**src/rtl/sabs_pkg.sv**
```systemverilog
// ----------------------------------------------------------------------------
// sabs_pkg
// Shared widths, codes and types for the sorted-array binary search block.
// ----------------------------------------------------------------------------
package sabs_pkg;

  localparam int KEY_W   = 32;
  localparam int ADDR_W  = 10;
  localparam int COUNT_W = 11;
  localparam int INDEX_W = 10;

  // request codes
  localparam logic REQ_LOAD   = 1'b0;
  localparam logic REQ_SEARCH = 1'b1;

  // result status codes
  localparam logic STATUS_FOUND     = 1'b0;
  localparam logic STATUS_NOT_FOUND = 1'b1;

  // store port strobes from the sequencer
  typedef struct packed {
    logic wr_en;
    logic rd_en;
  } store_ctl_t;

endpackage

```
**src/rtl/sabs_if.sv**
```systemverilog
// ----------------------------------------------------------------------------
// sabs channel interfaces
// Valid/ready channels for requests, results and the entry count write.
// ----------------------------------------------------------------------------
interface sabs_in_if;
  import sabs_pkg::*;

  logic               valid;
  logic               ready;
  logic               req_type;
  logic [ADDR_W-1:0]  load_address;
  logic signed [KEY_W-1:0] key_value;

  modport source (output valid, output req_type, output load_address,
                  output key_value, input ready);
  modport sink   (input valid, input req_type, input load_address,
                  input key_value, output ready);
endinterface

interface sabs_out_if;
  import sabs_pkg::*;

  logic               valid;
  logic               ready;
  logic               search_status;
  logic [INDEX_W-1:0] match_index;

  modport source (output valid, output search_status, output match_index,
                  input ready);
  modport sink   (input valid, input search_status, input match_index,
                  output ready);
endinterface


```
**src/rtl/sabs_seq.sv**
```systemverilog
// ----------------------------------------------------------------------------
// sabs_seq
// Search sequencer: one key compare per cycle narrows the low/high range.
// ----------------------------------------------------------------------------
module sabs_seq #(
  parameter int STORE_DEPTH = 1024,
  parameter int IDXW        = 10
) (
  input  logic                        clk,
  input  logic                        rst_n,
  sabs_in_if.sink                     in_chan,
  sabs_out_if.source                  out_chan,
  input  logic [IDXW:0]               count,
  output sabs_pkg::store_ctl_t        ctl,
  output logic [IDXW-1:0]             wr_addr,
  output logic [sabs_pkg::KEY_W-1:0]  wr_data,
  output logic [IDXW-1:0]             rd_addr,
  input  logic [sabs_pkg::KEY_W-1:0]  rd_data
);
  import sabs_pkg::*;

  localparam int EW = (IDXW > ADDR_W) ? IDXW : ADDR_W;

  typedef enum logic [1:0] {
    ST_IDLE,
    ST_PROBE,
    ST_HOLD
  } state_t;

  state_t             st_r, st_nxt;
  logic [KEY_W-1:0]   key_r, key_nxt;
  logic [IDXW-1:0]    low_r, low_nxt;
  logic [IDXW-1:0]    high_r, high_nxt;
  logic [IDXW-1:0]    probe_r, probe_nxt;
  logic               res_status_r, res_status_nxt;
  logic [INDEX_W-1:0] res_index_r, res_index_nxt;
  logic               out_valid_r, out_valid_nxt;
  logic               out_status_r, out_status_nxt;
  logic [INDEX_W-1:0] out_index_r, out_index_nxt;

  logic               accept;
  logic               slot_free;
  logic               fin;
  logic               fin_status;
  logic [INDEX_W-1:0] fin_index;
  logic [IDXW-1:0]    high_init;
  logic [IDXW:0]      mid_sum;
  logic [EW-1:0]      addr_ext;
  logic [EW-1:0]      probe_ext;
  logic               key_lt;
  logic               key_eq;

  assign accept    = in_chan.valid && in_chan.ready;
  assign slot_free = !out_valid_r || out_chan.ready;
  assign high_init = IDXW'(count - (IDXW+1)'(1));
  assign addr_ext  = EW'(in_chan.load_address);
  assign probe_ext = EW'(probe_r);
  assign key_lt    = $signed(rd_data) < $signed(key_r);
  assign key_eq    = rd_data == key_r;

  assign wr_addr = addr_ext[IDXW-1:0];
  assign wr_data = in_chan.key_value;

  always_comb begin
    st_nxt         = st_r;
    key_nxt        = key_r;
    low_nxt        = low_r;
    high_nxt       = high_r;
    probe_nxt      = probe_r;
    res_status_nxt = res_status_r;
    res_index_nxt  = res_index_r;
    out_valid_nxt  = out_valid_r;
    out_status_nxt = out_status_r;
    out_index_nxt  = out_index_r;
    ctl            = '0;
    rd_addr        = probe_r;
    fin            = 1'b0;
    fin_status     = STATUS_NOT_FOUND;
    fin_index      = '0;
    mid_sum        = '0;

    if (out_chan.ready) begin
      out_valid_nxt = 1'b0;
    end

    unique case (st_r)
      ST_IDLE: begin
        if (accept) begin
          if (in_chan.req_type == REQ_LOAD) begin
            ctl.wr_en = 32'(in_chan.load_address) < 32'(STORE_DEPTH);
          end else begin
            key_nxt = in_chan.key_value;
            if (count == '0) begin
              fin = 1'b1;
            end else begin
              low_nxt   = '0;
              high_nxt  = high_init;
              probe_nxt = high_init >> 1;
              rd_addr   = probe_nxt;
              ctl.rd_en = 1'b1;
              st_nxt    = ST_PROBE;
            end
          end
        end
      end
      ST_PROBE: begin
        if (key_eq) begin
          fin        = 1'b1;
          fin_status = STATUS_FOUND;
          fin_index  = probe_ext[INDEX_W-1:0];
        end else if (key_lt) begin
          if (probe_r >= high_r) begin
            fin = 1'b1;
          end else begin
            low_nxt = probe_r + IDXW'(1);
          end
        end else begin
          if (probe_r <= low_r) begin
            fin = 1'b1;
          end else begin
            high_nxt = probe_r - IDXW'(1);
          end
        end
        if (!fin) begin
          // next midpoint straight to the store read port
          mid_sum   = {1'b0, low_nxt} + {1'b0, high_nxt};
          probe_nxt = mid_sum[IDXW:1];
          rd_addr   = probe_nxt;
          ctl.rd_en = 1'b1;
        end
      end
      ST_HOLD: begin
        if (slot_free) begin
          out_valid_nxt  = 1'b1;
          out_status_nxt = res_status_r;
          out_index_nxt  = res_index_r;
          st_nxt         = ST_IDLE;
        end
      end
      default: begin
        st_nxt = ST_IDLE;
      end
    endcase

    if (fin) begin
      res_status_nxt = fin_status;
      res_index_nxt  = fin_index;
      if (slot_free) begin
        out_valid_nxt  = 1'b1;
        out_status_nxt = fin_status;
        out_index_nxt  = fin_index;
        st_nxt         = ST_IDLE;
      end else begin
        st_nxt = ST_HOLD;
      end
    end
  end

  always_ff @(posedge clk) begin
    if (!rst_n) begin
      st_r        <= ST_IDLE;
      out_valid_r <= 1'b0;
    end else begin
      st_r        <= st_nxt;
      out_valid_r <= out_valid_nxt;
    end
    key_r        <= key_nxt;
    low_r        <= low_nxt;
    high_r       <= high_nxt;
    probe_r      <= probe_nxt;
    res_status_r <= res_status_nxt;
    res_index_r  <= res_index_nxt;
    out_status_r <= out_status_nxt;
    out_index_r  <= out_index_nxt;
  end

  assign in_chan.ready          = st_r == ST_IDLE;
  assign out_chan.valid         = out_valid_r;
  assign out_chan.search_status = out_status_r;
  assign out_chan.match_index   = out_index_r;

  // search range never inverts while probing
  a_range_order: assert property (@(posedge clk) disable iff (!rst_n)
    st_r == ST_PROBE |-> low_r <= high_r)
    else $error("search range inverted");

  // probe stays inside the live range
  a_probe_in_range: assert property (@(posedge clk) disable iff (!rst_n)
    st_r == ST_PROBE |-> (probe_r >= low_r) && (probe_r <= high_r))
    else $error("probe outside search range");

  // a held result only exists because the output slot is occupied
  a_hold_blocked: assert property (@(posedge clk) disable iff (!rst_n)
    st_r == ST_HOLD |-> out_valid_r)
    else $error("result held with free output slot");

  // store is never read and written in the same cycle
  a_port_excl: assert property (@(posedge clk) disable iff (!rst_n)
    !(ctl.wr_en && ctl.rd_en))
    else $error("store read and write collide");

endmodule

```
**src/flat_wrapper.sv**
```systemverilog
// flat-port wrapper written by rule: the top's interface ports become plain ports
module sabs_seq_flat import sabs_pkg::*;
#(
  parameter int STORE_DEPTH = 1024,
  parameter int IDXW        = 10
)
  (clk, rst_n, count, ctl, wr_addr, wr_data, rd_addr, rd_data, in_chan_valid, in_chan_req_type, in_chan_load_address, in_chan_key_value, in_chan_ready, out_chan_valid, out_chan_search_status, out_chan_match_index, out_chan_ready);
  sabs_in_if in_chan_i ();
  sabs_out_if out_chan_i ();
  input  logic clk;
  input  logic rst_n;
  input  logic [IDXW:0] count;
  output sabs_pkg::store_ctl_t ctl;
  output logic [IDXW-1:0] wr_addr;
  output logic [sabs_pkg::KEY_W-1:0] wr_data;
  output logic [IDXW-1:0] rd_addr;
  input  logic [sabs_pkg::KEY_W-1:0] rd_data;
  input wire logic [$bits(in_chan_i.valid)-1:0] in_chan_valid;
  input wire logic [$bits(in_chan_i.req_type)-1:0] in_chan_req_type;
  input wire logic [$bits(in_chan_i.load_address)-1:0] in_chan_load_address;
  input wire logic [$bits(in_chan_i.key_value)-1:0] in_chan_key_value;
  output wire logic [$bits(in_chan_i.ready)-1:0] in_chan_ready;
  output wire logic [$bits(out_chan_i.valid)-1:0] out_chan_valid;
  output wire logic [$bits(out_chan_i.search_status)-1:0] out_chan_search_status;
  output wire logic [$bits(out_chan_i.match_index)-1:0] out_chan_match_index;
  input wire logic [$bits(out_chan_i.ready)-1:0] out_chan_ready;
  assign in_chan_i.valid = in_chan_valid;
  assign in_chan_i.req_type = in_chan_req_type;
  assign in_chan_i.load_address = in_chan_load_address;
  assign in_chan_i.key_value = in_chan_key_value;
  assign in_chan_ready = in_chan_i.ready;
  assign out_chan_valid = out_chan_i.valid;
  assign out_chan_search_status = out_chan_i.search_status;
  assign out_chan_match_index = out_chan_i.match_index;
  assign out_chan_i.ready = out_chan_ready;
  sabs_seq #(.STORE_DEPTH(STORE_DEPTH), .IDXW(IDXW)) u_core (.clk(clk), .rst_n(rst_n), .in_chan(in_chan_i), .out_chan(out_chan_i), .count(count), .ctl(ctl), .wr_addr(wr_addr), .wr_data(wr_data), .rd_addr(rd_addr), .rd_data(rd_data));
endmodule
```
**config.mk**
```make
export PLATFORM = sky130hd
export DESIGN_NAME = sabs_seq_flat
export DESIGN_NICKNAME = d
export VERILOG_FILES = /design/src/rtl/sabs_pkg.sv /design/src/rtl/sabs_if.sv /design/src/rtl/sabs_seq.sv /design/src/flat_wrapper.sv
export SDC_FILE = /design/constraint.sdc
export NUM_CORES = 1
export LEC_CHECK = 0
export BUFFER_PORTS_ARGS = -buffer_cell sky130_fd_sc_hd__buf_2
export CAP_MARGIN = 20
export CORE_AREA = 2 2 114 116
export DETAILED_ROUTE_END_ITERATION = 10
export DIE_AREA = 0 0 116 118
export PLACE_DENSITY_LB_ADDON = 0.05
export SKIP_CTS_REPAIR_TIMING = 1
export SLEW_MARGIN = 10
export SYNTH_ARGS = -nofsm -noshare
export SYNTH_HDL_FRONTEND = slang
export SYNTH_SLANG_ARGS = --single-unit
```
**constraint.sdc**
```tcl
create_clock -name clk -period 9 [get_ports clk]
set_clock_uncertainty 0.2 [all_clocks]
set_input_delay 0.9 -clock clk [delete_from_list [all_inputs] [get_ports clk]]
set_output_delay 0.9 -clock clk [all_outputs]
set_load 0.005 [all_outputs]
```
==> flow_summary.ini <==
[power]
ir_worst_vdd_v = 0.000118
power_per_cell_area_nw_per_um2 = 251
p_leak_nw = 3.21

[clock_network]
root_buffer = clkbuf_16
cts_tree = built
path_clk_slew_ps = 60
cts_buffer_depth = 2
clock_latency_ps = 350
htreeDepth = 3
cts.sinks = 87
cts_buffers = 9

[synth]
synth_nets = 765
synth_edf_count = 63
synth_warnings = 0
ys_ff_latch = 87
synthCells = 610
synth.cell_area_sq_um = 6060
synth-async-reset-ratio_pct = 0
ys_types = 59
avgSynthCellArea_sq_um = 9.94
synth_seq_area_share_pct = 39.1
synthFlopType = edfxtp_1

[detailed_routing]
drc = 0
first_pass_iters = 5
wirelength_um = 14100
viasPerCell = 5.32
ant_nets = 0
wire_per_inst_um = 16.0
vias = 4674
dr.first_iter.drc_count = 335

[final_layout]
antenna_cells = 0
fin_util_pct = 55.6
final_layout_size_suffix_gt1_share_pct = 26.9
fin_nets = 857
syn2layout_area_growth_pct = 13.9
nFillCells = 1160

[global_routing]
grt_overflow_total = 0
grt_pass1_wl_um = 22400
grt_usage_pct = 21.0
grt_pass1_vias = 4617
antenna_found_initial = 0
grt_max_degree = 35

[floorplan]
die_area_sq_um = 13700
ios = 157
die_y_um = 118
fp.coreArea_sq_um = 12400
num_rows = 41
initial_core_util_pct = 48.8
die_w_um = 116

[worst_hold_path]
whs_endpoint = u_core.out_chan.search_status
hold_class = reg2reg
min_path_cells = 2
min_from = u_core.res_status_r

[setup_path]
critPathArrivalTime_ps = 5430
critPathCaptureType = primary output
critPathKind = in2out
rrSetupSlack_ps = 3830
path_max_fanout = 24
cp.required_ps = 7900
reg2reg_to = u_core.probe_ext[9]
ff2ff_path_depth = 16
critPathLaunchType = input pin
rr_startpoint = u_core.probe_ext[7]

[flow_run]
drv_cap = 0

[sta]
rsz0062_at_grt = no
fmax_ghz = 0.153
period_needed_ps = 6530
slew-limit-headroom_pct = 40.9
finalSetupViolations = 0
finalMaxSlewViolations = 0
hold_viol = 0
period_share_pct = 72.5
max_slew.worst_pin.slew_ps = 886
fin_tns_setup_ps = 0

[place]
dp_hpwl_um = 10900
gp_congestion = 0.905
port-buffer-count = 136

[outcome]
status = complete, no violations
cell usage after synthesis (6+ instances only):
library cell | instances | area [sq um]
nand2_1 | 36 | 135
o22ai_1 | 6 | 37.5
o21ai_0 | 19 | 95.1
buf_4 | 42 | 315
nor2_1 | 36 | 135
a21o_1 | 7 | 52.6
clkbuf_1 | 13 | 48.8
a21oi_1 | 29 | 145
mux2_2 | 16 | 180
mux2_4 | 9 | 135
nand4_1 | 11 | 68.8
nor2b_1 | 6 | 37.5
and3_1 | 9 | 56.3
xnor2_1 | 23 | 201
ha_1 | 64 | 801
o211ai_1 | 6 | 45.0
xor2_1 | 8 | 70.1
mux2i_1 | 8 | 80.1
and2_1 | 10 | 62.6
nand3_1 | 13 | 65.1
inv_1 | 73 | 274
a211oi_1 | 6 | 45.0
o21ai_1 | 6 | 30.0
nor3_1 | 12 | 60.1
edfxtp_1 | 63 | 1890
dfxtp_1 | 24 | 480
area by class of cell:
type	instances	area (sq um)	area share, %
multi-input cells	391	3020	43.7
flip-flops and latches	87	2370	34.4
repair buffers	140	711	10.3
clock buffers	12	289	4.19
inverters	73	274	3.97
well taps	172	215	3.12
clock inverters	4	23.8	0.344
routing by layer:
| metal | up-vias | global-route usage, % | wire (um) |
|---|---|---|---|
| met5 | - | 0 | 0 |
| met3 | 19 | 3.19 | 810 |
| met1 | 2210 | 28.5 | 6460 |
| met2 | 145 | 34.0 | 6580 |
| li1 | 2300 | - | - |
| met4 | 0 | 7.07 | 250 |
metrics by stage:
| stage | power, mW | instance area (sq um) | instances | setup WS (ps) | hold WS [ps] |
|---|---|---|---|---|---|
| after CTS | 1.73 | 6900 | 879 | 2480 | 356 |
| after floorplan | 1.13 | 6060 | 610 | 3530 | 298 |
| after detailed placement | 1.34 | 6590 | 863 | 2530 | 332 |
| final | 1.73 | 6900 | 879 | 2470 | 341 |
| after global routing | 1.85 | 6900 | 879 | 2110 | 399 |
| after global placement | 1.32 | 6590 | 863 | 2730 | 311 |
cells by family after synthesis:
logic type / Yosys count / synth area share, %
AO/OA/AOI/OAI: 109 / 12.1
AND/OR/NAND/NOR: 151 / 12.8
XOR/XNOR: 31 / 4.48
multiplexers: 35 / 6.90
buffers and inverters: 132 / 11.1
adder cells (fa/ha/maj): 65 / 13.5
flip-flops: 87 / 39.1
sequential cells by signal (all words and copies together), names as in the netlist:
name,flops
u_core.res_index_r,10
u_core.out_chan.valid,1
u_core.out_chan.match_index,10
u_core.probe_ext,10
u_core.low_r,10
u_core.key_r,32
u_core.res_status_r,1
u_core.out_chan.search_status,1
u_core.high_r,10
u_core.st_r,2
power by group:
| part | internal (mW) | leakage (nW) | switching, mW |
|---|---|---|---|
| Clock | 0.227 | 0.159 | 0.160 |
| Sequential | 0.487 | 0.792 | 0.0851 |
| Combinational | 0.337 | 2.26 | 0.439 |
| Total | 1.05 | 3.21 | 0.684 |
worst max-delay path, cell delays in order:
cell	delay [ps]
buf_2	100
ha_1	310
nand4_1	250
inv_1	80
a221oi_1	400
o21ai_1	140
a21oi_2	160
and3_1	760
o21ai_0	240
ha_1	410
nor2b_1	170
o21ai_0	150
nand2b_1	110
a21o_1	200
a21o_1	210
a31oi_1	270
o21bai_1	90
a21oi_1	200
o22ai_1	110
buf_2	180
placed cells by master, fill, tap and decap left out, types with 13 or more instances in the layout:
master	instances
nand2_1	36
xnor2_1	23
ha_1	64
o21ai_0	19
a21oi_1	29
nand3_1	13
buf_2	136
nor2_1	36
edfxtp_1	63
dfxtp_1	24
inv_1	73
mux2_2	16
worst max-delay path by stage:
stage | start | to | slack, ps | cells past startpoint
floorplan | rd_data[31] | rd_addr[9] | 3530 | 20
global placement | rd_data[31] | rd_addr[9] | 2730 | 20
detailed placement | rd_data[31] | rd_addr[9] | 2530 | 20
CTS | rd_data[31] | rd_addr[9] | 2480 | 20
global route | u_core.probe_ext[7] | rd_addr[7] | 2110 | 16
finish | rd_data[31] | rd_addr[9] | 2470 | 20
Power figures use the tool's default switching activity.
